File: src/rtl/pps_pkg.sv
// Package for the preemptive priority scheduler: widths, defaults, constants and FSM type.
`default_nettype none
package pps_pkg;

    // Payload field widths
    localparam int MODE_W     = 1;
    localparam int SLOT_W     = 4;
    localparam int TIME_IO_W  = 16;
    localparam int PRIO_W     = 8;

    // Parameter defaults
    localparam int DEF_MAX_PROCESSES = 16;
    localparam int DEF_TIME_WIDTH    = 16;

    // Best-priority seed; above any real priority so the first eligible slot wins
    localparam int          PICK_PRIO_W      = 10;
    localparam logic [9:0]  NO_PICK_PRIORITY = 10'd999;

    // Item kinds
    localparam logic [MODE_W-1:0] MODE_LOAD = 1'b0;
    localparam logic [MODE_W-1:0] MODE_TICK = 1'b1;

    // Sequencer states
    typedef enum logic [1:0] {
        ST_IDLE,
        ST_SCAN,
        ST_UPDATE,
        ST_FINISH
    } t_state;

endpackage
`default_nettype wire

File: src/rtl/pps_if.sv
// Valid/ready channel interfaces for scheduler requests and tick results.
`default_nettype none
interface pps_req_if;
    logic                          valid;
    logic                          ready;
    logic [pps_pkg::MODE_W-1:0]    mode;
    logic [pps_pkg::SLOT_W-1:0]    slot;
    logic [pps_pkg::TIME_IO_W-1:0] arrival_time;
    logic [pps_pkg::TIME_IO_W-1:0] burst_time;
    logic [pps_pkg::PRIO_W-1:0]    priority_req;

    modport source (output valid, mode, slot, arrival_time, burst_time, priority_req,
                    input ready);
    modport sink   (input valid, mode, slot, arrival_time, burst_time, priority_req,
                    output ready);
endinterface

interface pps_rsp_if;
    logic                          valid;
    logic                          ready;
    logic [pps_pkg::TIME_IO_W-1:0] tick_time;
    logic                          idle;
    logic [pps_pkg::SLOT_W-1:0]    running_slot;
    logic                          finished;
    logic [pps_pkg::TIME_IO_W-1:0] turnaround;
    logic [pps_pkg::TIME_IO_W-1:0] waiting;
    logic                          all_done;

    modport source (output valid, tick_time, idle, running_slot, finished, turnaround,
                    waiting, all_done, input ready);
    modport sink   (input valid, tick_time, idle, running_slot, finished, turnaround,
                    waiting, all_done, output ready);
endinterface
`default_nettype wire

File: src/rtl/preemptive_priority_scheduler_top.sv
// Preemptive priority scheduler: slot table, scan sequencer and result register.
//
// Usage:
//   i_req carries load beats (mode 0: write one slot's arrival, burst and
//   priority, remaining work = burst) and tick beats (mode 1: run one time
//   unit). o_rsp carries one result beat per tick; loads produce none.
//   A load is taken in the idle state and loads can follow back to back.
//   A tick scans every slot, one per cycle, through a single compare unit,
//   then passes through the update state when a slot runs (not when idle)
//   and the finish state, which registers the result. Ready returns after
//   the finish state, and one item is worked on at a time.
//   The result sits in an output register, so the next item is accepted
//   while a result waits. If a tick finishes while that register is still
//   full, the block holds in its final step until the receiver takes it.
//   Reset clears the time to zero, marks every slot empty (no work left)
//   and drops any pending result. Arrival, burst and priority storage is
//   not cleared; an empty slot is never picked so it is never consulted.
//   Time saturates at its maximum value.
`default_nettype none
module preemptive_priority_scheduler_top #(
    parameter int MAX_PROCESSES = pps_pkg::DEF_MAX_PROCESSES,
    parameter int TIME_WIDTH    = pps_pkg::DEF_TIME_WIDTH
) (
    input  wire logic  i_clk,
    input  wire logic  i_rst_n,
    pps_req_if.sink    i_req,
    pps_rsp_if.source  o_rsp
);

    localparam int SW = $clog2(MAX_PROCESSES);
    localparam logic [SW-1:0] LAST_IDX = SW'(MAX_PROCESSES - 1);
    localparam logic [TIME_WIDTH-1:0] TIME_MAX = {TIME_WIDTH{1'b1}};

    typedef logic [TIME_WIDTH-1:0]       t_time;
    typedef logic [pps_pkg::PRIO_W-1:0]  t_prio;

    // Slot table
    t_time r_arr [MAX_PROCESSES];
    t_time r_bur [MAX_PROCESSES];
    t_time r_rem [MAX_PROCESSES];
    t_prio r_pri [MAX_PROCESSES];
    logic [MAX_PROCESSES-1:0] r_busy;

    // Sequencer and scan state
    pps_pkg::t_state r_state, n_state;
    logic [SW-1:0]   r_idx;
    logic [SW-1:0]   r_pick;
    logic            r_found;
    logic [pps_pkg::PICK_PRIO_W-1:0] r_best_prio;
    t_time           r_time;
    logic            r_fin;
    t_time           r_tat;
    t_time           r_bur_sel;

    // Result register
    logic                           r_out_valid;
    logic [pps_pkg::TIME_IO_W-1:0]  r_o_tick_time;
    logic                           r_o_idle;
    logic [pps_pkg::SLOT_W-1:0]     r_o_running_slot;
    logic                           r_o_finished;
    logic [pps_pkg::TIME_IO_W-1:0]  r_o_turnaround;
    logic [pps_pkg::TIME_IO_W-1:0]  r_o_waiting;
    logic                           r_o_all_done;

    logic          in_acc;
    logic          load_we;
    logic          tick_go;
    logic          out_load;
    logic          slot_ok;
    logic [SW-1:0] load_idx;
    logic [SW-1:0] rd_idx;
    t_time         rd_arr;
    t_time         rd_bur;
    t_time         rd_rem;
    t_prio         rd_pri;
    logic          rd_busy;
    logic          scan_hit;
    t_time         rem_dec;
    t_time         done_at;
    t_time         tat_calc;
    t_time         wait_calc;

    // Single read port into the slot table
    assign rd_idx  = (r_state == pps_pkg::ST_SCAN) ? r_idx : r_pick;
    assign rd_arr  = r_arr[rd_idx];
    assign rd_bur  = r_bur[rd_idx];
    assign rd_rem  = r_rem[rd_idx];
    assign rd_pri  = r_pri[rd_idx];
    assign rd_busy = r_busy[rd_idx];

    // Shared compare: arrived, has work, strictly better priority
    assign scan_hit = rd_busy && (rd_arr <= r_time)
                      && ({2'b00, rd_pri} < r_best_prio);

    // Completion arithmetic
    assign rem_dec   = rd_rem - t_time'(1);
    assign done_at   = (r_time != TIME_MAX) ? r_time + t_time'(1) : r_time;
    assign tat_calc  = (done_at >= rd_arr) ? done_at - rd_arr : '0;
    assign wait_calc = (r_tat >= r_bur_sel) ? r_tat - r_bur_sel : '0;

    // Load decode
    assign load_idx = SW'(i_req.slot);
    assign slot_ok  = (32'(i_req.slot) < 32'(MAX_PROCESSES));

    // State register
    always_ff @(posedge i_clk) begin
        if (!i_rst_n) begin
            r_state <= pps_pkg::ST_IDLE;
        end else begin
            r_state <= n_state;
        end
    end

    // Next state and control
    always_comb begin
        n_state     = r_state;
        i_req.ready = 1'b0;
        out_load    = 1'b0;
        unique case (r_state)
            pps_pkg::ST_IDLE: begin
                i_req.ready = 1'b1;
                if (i_req.valid && (i_req.mode == pps_pkg::MODE_TICK)) begin
                    n_state = pps_pkg::ST_SCAN;
                end
            end
            pps_pkg::ST_SCAN: begin
                if (r_idx == LAST_IDX) begin
                    if (r_found || scan_hit) begin
                        n_state = pps_pkg::ST_UPDATE;
                    end else begin
                        n_state = pps_pkg::ST_FINISH;
                    end
                end
            end
            pps_pkg::ST_UPDATE: begin
                n_state = pps_pkg::ST_FINISH;
            end
            pps_pkg::ST_FINISH: begin
                out_load = !r_out_valid || o_rsp.ready;
                if (out_load) begin
                    n_state = pps_pkg::ST_IDLE;
                end
            end
            default: begin
                n_state = pps_pkg::ST_IDLE;
            end
        endcase
    end

    assign in_acc  = i_req.valid && i_req.ready;
    assign load_we = in_acc && (i_req.mode == pps_pkg::MODE_LOAD) && slot_ok;
    assign tick_go = in_acc && (i_req.mode == pps_pkg::MODE_TICK);

    // Control state: busy flags, time, result valid
    always_ff @(posedge i_clk) begin
        if (!i_rst_n) begin
            r_busy      <= '0;
            r_time      <= '0;
            r_out_valid <= 1'b0;
        end else begin
            if (load_we) begin
                r_busy[load_idx] <= (t_time'(i_req.burst_time) != '0);
            end else if (r_state == pps_pkg::ST_UPDATE) begin
                r_busy[r_pick] <= (rem_dec != '0);
            end
            if (out_load) begin
                r_out_valid <= 1'b1;
                if (r_time != TIME_MAX) begin
                    r_time <= r_time + t_time'(1);
                end
            end else if (o_rsp.ready) begin
                r_out_valid <= 1'b0;
            end
        end
    end

    // Slot table writes
    always_ff @(posedge i_clk) begin
        if (load_we) begin
            r_arr[load_idx] <= t_time'(i_req.arrival_time);
            r_bur[load_idx] <= t_time'(i_req.burst_time);
            r_rem[load_idx] <= t_time'(i_req.burst_time);
            r_pri[load_idx] <= i_req.priority_req;
        end else if (r_state == pps_pkg::ST_UPDATE) begin
            r_rem[r_pick] <= rem_dec;
        end
    end

    // Scan, update and result datapath
    always_ff @(posedge i_clk) begin
        if (tick_go) begin
            r_idx       <= '0;
            r_pick      <= '0;
            r_found     <= 1'b0;
            r_best_prio <= pps_pkg::NO_PICK_PRIORITY;
            r_fin       <= 1'b0;
            r_tat       <= '0;
            r_bur_sel   <= '0;
        end
        if (r_state == pps_pkg::ST_SCAN) begin
            r_idx <= r_idx + SW'(1);
            if (scan_hit) begin
                r_best_prio <= {2'b00, rd_pri};
                r_pick      <= r_idx;
                r_found     <= 1'b1;
            end
        end
        if (r_state == pps_pkg::ST_UPDATE) begin
            if (rem_dec == '0) begin
                r_fin     <= 1'b1;
                r_tat     <= tat_calc;
                r_bur_sel <= rd_bur;
            end
        end
        if (out_load) begin
            r_o_tick_time    <= pps_pkg::TIME_IO_W'(r_time);
            r_o_idle         <= !r_found;
            r_o_running_slot <= r_found ? pps_pkg::SLOT_W'(r_pick) : '0;
            r_o_finished     <= r_fin;
            r_o_turnaround   <= pps_pkg::TIME_IO_W'(r_tat);
            r_o_waiting      <= pps_pkg::TIME_IO_W'(wait_calc);
            r_o_all_done     <= ~|r_busy;
        end
    end

    // Result channel
    assign o_rsp.valid        = r_out_valid;
    assign o_rsp.tick_time    = r_o_tick_time;
    assign o_rsp.idle         = r_o_idle;
    assign o_rsp.running_slot = r_o_running_slot;
    assign o_rsp.finished     = r_o_finished;
    assign o_rsp.turnaround   = r_o_turnaround;
    assign o_rsp.waiting      = r_o_waiting;
    assign o_rsp.all_done     = r_o_all_done;

endmodule
`default_nettype wire

File: src/flat_wrapper.sv
// flat-port wrapper written by rule: the top's interface ports become plain ports
module preemptive_priority_scheduler_top_flat 
#(
    parameter int MAX_PROCESSES = pps_pkg::DEF_MAX_PROCESSES,
    parameter int TIME_WIDTH    = pps_pkg::DEF_TIME_WIDTH
)
  (i_clk, i_rst_n, i_req_valid, i_req_mode, i_req_slot, i_req_arrival_time, i_req_burst_time, i_req_priority_req, i_req_ready, o_rsp_valid, o_rsp_tick_time, o_rsp_idle, o_rsp_running_slot, o_rsp_finished, o_rsp_turnaround, o_rsp_waiting, o_rsp_all_done, o_rsp_ready);
  pps_req_if i_req_i ();
  pps_rsp_if o_rsp_i ();
  input  wire logic i_clk;
  input  wire logic i_rst_n;
  input wire logic [$bits(i_req_i.valid)-1:0] i_req_valid;
  input wire logic [$bits(i_req_i.mode)-1:0] i_req_mode;
  input wire logic [$bits(i_req_i.slot)-1:0] i_req_slot;
  input wire logic [$bits(i_req_i.arrival_time)-1:0] i_req_arrival_time;
  input wire logic [$bits(i_req_i.burst_time)-1:0] i_req_burst_time;
  input wire logic [$bits(i_req_i.priority_req)-1:0] i_req_priority_req;
  output wire logic [$bits(i_req_i.ready)-1:0] i_req_ready;
  output wire logic [$bits(o_rsp_i.valid)-1:0] o_rsp_valid;
  output wire logic [$bits(o_rsp_i.tick_time)-1:0] o_rsp_tick_time;
  output wire logic [$bits(o_rsp_i.idle)-1:0] o_rsp_idle;
  output wire logic [$bits(o_rsp_i.running_slot)-1:0] o_rsp_running_slot;
  output wire logic [$bits(o_rsp_i.finished)-1:0] o_rsp_finished;
  output wire logic [$bits(o_rsp_i.turnaround)-1:0] o_rsp_turnaround;
  output wire logic [$bits(o_rsp_i.waiting)-1:0] o_rsp_waiting;
  output wire logic [$bits(o_rsp_i.all_done)-1:0] o_rsp_all_done;
  input wire logic [$bits(o_rsp_i.ready)-1:0] o_rsp_ready;
  assign i_req_i.valid = i_req_valid;
  assign i_req_i.mode = i_req_mode;
  assign i_req_i.slot = i_req_slot;
  assign i_req_i.arrival_time = i_req_arrival_time;
  assign i_req_i.burst_time = i_req_burst_time;
  assign i_req_i.priority_req = i_req_priority_req;
  assign i_req_ready = i_req_i.ready;
  assign o_rsp_valid = o_rsp_i.valid;
  assign o_rsp_tick_time = o_rsp_i.tick_time;
  assign o_rsp_idle = o_rsp_i.idle;
  assign o_rsp_running_slot = o_rsp_i.running_slot;
  assign o_rsp_finished = o_rsp_i.finished;
  assign o_rsp_turnaround = o_rsp_i.turnaround;
  assign o_rsp_waiting = o_rsp_i.waiting;
  assign o_rsp_all_done = o_rsp_i.all_done;
  assign o_rsp_i.ready = o_rsp_ready;
  preemptive_priority_scheduler_top #(.MAX_PROCESSES(MAX_PROCESSES), .TIME_WIDTH(TIME_WIDTH)) u_core (.i_clk(i_clk), .i_rst_n(i_rst_n), .i_req(i_req_i), .o_rsp(o_rsp_i));
endmodule
File: config.mk
export PLATFORM = sky130hd
export DESIGN_NAME = preemptive_priority_scheduler_top_flat
export DESIGN_NICKNAME = d
export VERILOG_FILES = /design/src/rtl/pps_pkg.sv /design/src/rtl/pps_if.sv /design/src/rtl/preemptive_priority_scheduler_top.sv /design/src/flat_wrapper.sv
export SDC_FILE = /design/constraint.sdc
export NUM_CORES = 1
export LEC_CHECK = 0
export BUFFER_PORTS_ARGS = -buffer_cell sky130_fd_sc_hd__buf_2
export CORE_ASPECT_RATIO = 1.4
export CORE_MARGIN = 5
export CORE_UTILIZATION = 50
export DETAILED_ROUTE_END_ITERATION = 10
export PLACE_DENSITY = 0.66
export SLEW_MARGIN = 40
export SYNTH_ARGS = -nofsm -noshare
export SYNTH_HDL_FRONTEND = slang
export SYNTH_SLANG_ARGS = --single-unit
File: constraint.sdc
create_clock -name i_clk -period 9.5 [get_ports i_clk]
set_input_delay 0.95 -clock i_clk [delete_from_list [all_inputs] [get_ports i_clk]]
set_output_delay 0.95 -clock i_clk [all_outputs]
set_load 0.005 [all_outputs]
# Word level (Yosys, flattened, before mapping)

Memory sizes are Yosys's and may differ from the RTL's.
Index checks and enable logic that the tools add are counted.

Bitwise operators: 1
Order comparisons: 9
Reduce and logical (&&, ||, !) cells: 23
Multiplexer cells: 50
Equal/unequal tests: 8
$add $sub $neg: 5

Operators with widths:

| cell                  | number |
|---|---|
| $mux 16               | 11 |
| $bwmux 16             | 2 |
| $ge 16x16->1          | 2 |
| $reduce_bool 16->1    | 2 |
| $reduce_or 16->1      | 2 |
| $sub 16x16->16        | 2 |
| $mux 10               | 3 |
| $mux 4                | 7 |
| $mux 1                | 20 |
| $add 16x1->16 const B | 1 |
| $le 16x16->1          | 1 |
| $logic_not 16->1      | 1 |
| $ne 16x16->1 const B  | 1 |
| $sub 16x1->16 const B | 1 |
| $lt 4x5->1 const B    | 3 |
| $lt 8x10->1           | 1 |
| $demux 1 s4           | 2 |
| $ge 4x1->1 const B    | 2 |
| $logic_and 1x1->1     | 8 |
| $pmux 2 s4            | 1 |
| $mux 2                | 3 |
| $reduce_bool 2->1     | 3 |
| $add 4x1->4 const B   | 1 |
| $bmux 1 s4            | 1 |
| other kinds (10)      | 15 |

Output and inout port bits: 57
Register bits: 142
Memory bits (writable): 896
Memories: 4
Bits of input ports: 49
Word-level logic and storage cells: 118

Memories:

| name         | words | width | rd ports | clocked after Yosys merged registers in | wr ports | RTL line                                | RTL |
|---|---|---|---|---|---|---|---|
| u_core.r_arr | 16    | 16    | 1        | 0                                       | 1        | preemptive_priority_scheduler_top.sv:38 | `t_time r_arr [MAX_PROCESSES];` |
| u_core.r_bur | 16    | 16    | 1        | 0                                       | 1        | preemptive_priority_scheduler_top.sv:39 | `t_time r_bur [MAX_PROCESSES];` |
| u_core.r_rem | 16    | 16    | 1        | 0                                       | 1        | preemptive_priority_scheduler_top.sv:40 | `t_time r_rem [MAX_PROCESSES];` |
| u_core.r_pri | 16    | 8     | 1        | 0                                       | 1        | preemptive_priority_scheduler_top.sv:41 | `t_prio r_pri [MAX_PROCESSES];` |

# Depth between registers and ports, before layout

Depth after elaboration: 10
Mapped depth: 32

# Worst setup path before layout

OpenSTA, ideal clock, no wires.

Path type: register to register
Start: register u_core.r_state[1]
End: register u_core.r_tat[15]
Required time: 9.428 ns
Stages on the path, launching flop included: 30
Slack: 3.673 ns
Clock period less this slack: 5.827 ns
Data arrival time: 5.755 ns
Path through: dfxtp_1 inv_1 ha_1 buf_6 mux2i_1 buf_2 buf_2 buf_1 clkbuf_1 clkbuf_1 clkbuf_1 clkbuf_1 nand3_1 nand3_1 nand3_1 o31ai_1 inv_1 ha_1 fa_1 nor2b_1 o21ai_0 a21boi_0 o21a_1 o311ai_0 a31oi_1 nand4_1 a21oi_1 clkbuf_1 nand2_1 mux2i_1

Longest elaborated chain between the ends: 7

Ends and longest elaborated chain:

| item                                                 | RTL line                                                                          | RTL |
|---|---|---|
| start, declared                                      | preemptive_priority_scheduler_top.sv:45                                           | `pps_pkg::t_state r_state, n_state;` |
| start signal, assigned                               | preemptive_priority_scheduler_top.sv:108                                          | `r_state <= pps_pkg::ST_IDLE;` |
| start signal, assigned                               | preemptive_priority_scheduler_top.sv:110                                          | `r_state <= n_state;` |
| $eq 2x1->1 / $logic_not 2->1 (equally long branches) | preemptive_priority_scheduler_top.sv:84, preemptive_priority_scheduler_top.sv:119 |  |
| $mux 4 / $mux 1 (equally long branches)              | preemptive_priority_scheduler_top.sv:84, preemptive_priority_scheduler_top.sv:119 |  |
| $mem_v2 16x16 (tied with other cells)                | --                                                                                |  |
| $sub 16x1->16 (tied with other cells)                | preemptive_priority_scheduler_top.sv:96                                           | `assign rem_dec = rd_rem - t_time'(1);` |
| $logic_not 16->1 (tied with other cells)             | preemptive_priority_scheduler_top.sv:209                                          | `if (rem_dec == '0) begin` |
| $mux 16                                              | preemptive_priority_scheduler_top.sv:209                                          |  |
| $mux 16 (*)                                          | preemptive_priority_scheduler_top.sv:208                                          | `if (r_state == pps_pkg::ST_UPDATE) begin` |
| end signal, assigned                                 | preemptive_priority_scheduler_top.sv:211                                          | `r_tat <= tat_calc;` |
| end, declared                                        | preemptive_priority_scheduler_top.sv:52                                           | `t_time r_tat;` |

Every way passes the cells marked *; elsewhere a longest branch is shown, timed or not.
A chain may end at the register's enable or synchronous reset.

# Worst setup path in the final report

Start: register u_core.r_state[1]
End: register u_core.r_tat[14]

Same word-level chain as after synthesis.

==> impl_metrics.json <==
{
  "status": "finished, final reports clean",
  "slowest_stage": "or4b_2",
  "syn_to_final_growth_pct": 12.02,
  "finClkSkew_ns": 0.04479,
  "synth_fp_nets": 3598,
  "worstSkewPairLatency_ns": 0.68,
  "regArea_um2": 30340,
  "antenna_found_initial": 16,
  "rrSetupSlack_ns": 3.48,
  "ys.flop_type": "edfxtp_1",
  "filler_cell_count": 7033,
  "endpoint": "u_core.r_tat[14]",
  "crit_buf_inv": 5,
  "cts.htree.levels": 3,
  "final_common_cell": "edfxtp_1",
  "multi_input_area_um2": 12920,
  "tns_ns": 0,
  "clock.fmax_mhz": 166.0,
  "die_y_um": 361.5,
  "grt_pass1_wl_um": 170200,
  "p_leak_nw": 17.27,
  "crit_type": "register to register",
  "max_stage_delay_ns": 0.62,
  "fin_crit_sh_pct": 63.42,
  "end_kind": "register",
  "drv_slew": 0,
  "wl_um": 112900,
  "wl_per_cell_um": 23.45,
  "setup_viol": 0,
  "place_congestion": 0.8488,
  "synth_edf_count": 955,
  "p_per_area_nw_per_um2": 326.6,
  "maxCapViolations": 0,
  "cts_tree": "done",
  "cts_hold_buf": 0,
  "dp_hpwl_um": 62550,
  "clockBufferDepth": 3,
  "synth.avg_cell_area_um2": 12.66,
  "total_power_w": 0.01614,
  "rows": 129,
  "ant_nets": 0,
  "reg2reg_to": "u_core.r_tat[14]",
  "hold_viol_final": 0,
  "grt_pass1_vias": 28160,
  "cts_num_sinks": 1038,
  "yosysWarnings": 0,
  "synthArstFlopShare_pct": 0,
  "start_kind": "register",
  "fin_crit_ns": 6.025,
  "worstPathMaxFanout": 79,
  "slew_headroom_pct": 41.60,
  "hp-class": "register to register",
  "cp.depth": 18,
  "final_layout_size_suffix_gt1_share_pct": 12.16,
  "cts_buffers": 98,
  "worstHoldStart": "u_core.r_fin",
  "coreArea_um2": 87970,
  "post_cts_resized": 0,
  "holdWs_ns": 0.4342,
  "drtIter0Drc": 2586,
  "cts_setup_buffers": 0,
  "dp_cells": 4620,
  "crit_path_cell_trace": "inv_1 -> ha_1 -> buf_4 -> mux2i_4 -> buf_12 -> buf_16 -> mux4_2 -> mux2i_1 -> nand2_1 -> nand2_1 -> ha_1 -> o41ai_1 -> nor4_1 -> xnor2_1 -> nand4b_1 -> or4b_2 -> buf_4 -> mux2_1",
  "fp.dieArea_um2": 94350,
  "synth.cell_area_um2": 44110,
  "grt_util_all_layers_pct": 23.55,
  "r2r_start": "u_core.r_state[1]",
  "postPlaceCellArea_um2": 46120,
  "ios": 106,
  "routed_via_density": 5.904,
  "crit_path_start": "u_core.r_state[1]",
  "grt_start_max_net_pins": 161,
  "nNetsFinal": 3655,
  "rr_worst_depth": 18,
  "syn-instance-count": 3484,
  "design_area_um2": 49420,
  "cts.clk_slew.worst_paths_ns": 0.06,
  "synth_cell_type_count": 76,
  "layout_common_cells": "edfxtp_1 (955), nand2_1 (814), nand3_1 (378), nor2_1 (126), buf_2 (104)",
  "ir_worst_vdd_v": 0.0003781,
  "ys_ff_latch": 1038,
  "path_delay_family": "multiplexers",
  "cts-root-buf": "clkbuf_16",
  "critical_path_required_ns": 10.05,
  "die_w_um": 261.0,
  "worstMarginPinSlew_ns": 0.8760,
  "seq_area_frac_synth_pct": 68.77,
  "start_util_pct": 50.15,
  "dr.pass1.iters": 6,
  "stdcell_count": 4815,
  "vias": 28430,
  "port_buffers": 105,
  "rsz0062_at_grt": "no",
  "grt-ovfl-total": 0,
  "worstPathArrival_ns": 6.58,
  "drc": 0
}
-- Yosys cell counts (15+ instances only) --
cell type | count | area [um2]
nor2_1 | 155 | 581.8
a311oi_1 | 82 | 718.2
and3_1 | 63 | 394.1
a31o_2 | 17 | 148.9
mux2i_1 | 84 | 840.8
xnor2_1 | 37 | 324.1
dfxtp_1 | 83 | 1662
buf_1 | 19 | 71.32
edfxtp_1 | 955 | 28680
mux4_2 | 34 | 765.7
a21oi_1 | 60 | 300.3
o21ai_0 | 39 | 195.2
nor2b_1 | 16 | 100.1
o31a_1 | 15 | 131.4
ha_1 | 63 | 788.3
and2_1 | 15 | 93.84
mux2_2 | 15 | 168.9
inv_1 | 79 | 296.5
nor3_1 | 28 | 140.1
a31oi_1 | 26 | 162.7
o211ai_1 | 19 | 142.6
clkbuf_1 | 151 | 566.8
buf_2 | 22 | 110.1
nand3_1 | 379 | 1897
nand2_1 | 814 | 3055
nand4_1 | 17 | 106.4
o221ai_1 | 16 | 140.1
-- state kept, by name (all words and copies together) (netlist names), 2 cells and up --
register and flops:
u_core.r_arr 256, u_core.r_bur 256, u_core.r_rem 256, u_core.r_pri 128, u_core.o_rsp.tick_time 16, u_core.o_rsp.turnaround 16, u_core.o_rsp.waiting 16, u_core.r_bur_sel 16
u_core.r_busy 16, u_core.r_tat 16, u_core.r_time 16, u_core.r_best_prio 10, u_core.o_rsp.running_slot 4, u_core.r_idx 4, u_core.r_pick 4, u_core.r_state 2
-- worst min-delay path by stage --
stage                                           end  slack, ns  cells past startpoint
final                         u_core.o_rsp.finished       0.43                      0
after global routing          u_core.o_rsp.finished       0.46                      0
after CTS                     u_core.o_rsp.finished       0.44                      0
after detailed placement      u_core.o_rsp.finished       0.42                      0
after global placement        u_core.o_rsp.finished       0.43                      0
after floorplan           u_core.o_rsp.tick_time[2]       0.41                      0
-- cell type report --
type / count / area share, %
Clock inverter: 53 / 1.089
Multi-Input combinational cell: 2161 / 26.14
Tap cell: 1179 / 2.985
Clock buffer: 132 / 5.512
Timing Repair Buffer: 163 / 2.231
Inverter: 79 / 0.6000
Sequential cell: 1038 / 61.39
Antenna cell: 10 / 0.05064
-- power breakdown --
part	total (W)	switching, W	internal (W)
clock	0.00395	0.00169	0.00226
sequential	0.00535	0.000102	0.00524
combinational	0.00684	0.00454	0.00230
total	0.0161	0.00633	0.00981
-- layer usage --
layer	wire length [um]	global-route usage, %
met5	33	0
met1	43740	29.80
met4	4744	10.05
met3	7416	3.692
met2	56980	40.49
-- cell families (layout without fill, tap and decap cells) --
group | count (synthesis) | after routing | share of synthesized area [%]
simple gates | 1553 | 1553 | 15.53
fa+ha+maj | 65 | 65 | 1.878
mux | 138 | 138 | 4.280
flops | 1038 | 1038 | 68.77
buf+inv | 285 | 427 | 2.683
other cells | 0 | 10 | 0
xor+xnor | 49 | 49 | 0.9728
compound gates | 356 | 356 | 5.888
-- stage by stage --
step / utilization [%] / setup WS, ns
5_1_grt: 56.16 / 3.108
4_1_cts: 56.14 / 3.507
6_report: 56.18 / 3.475
3_5_place_dp: 52.43 / 3.514
2_1_floorplan: - / 3.673
3_3_place_gp: 52.22 / 3.299
-- worst register-to-register path, cell delays in order, from the launching register on --
cell      delay (ns)
dfxtp_1         0.34
inv_1           0.10
ha_1            0.16
buf_4           0.32
mux2i_4         0.38
buf_12          0.44
buf_16          0.42
mux4_2          0.64
mux2i_1         0.34
nand2_1         0.10
nand2_1         0.13
ha_1            0.31
o41ai_1         0.20
nor4_1          0.30
xnor2_1         0.21
nand4b_1        0.16
or4b_2          0.62
buf_4           0.32
mux2_1          0.45
No activity file was read; power rests on OpenSTA's default activity.
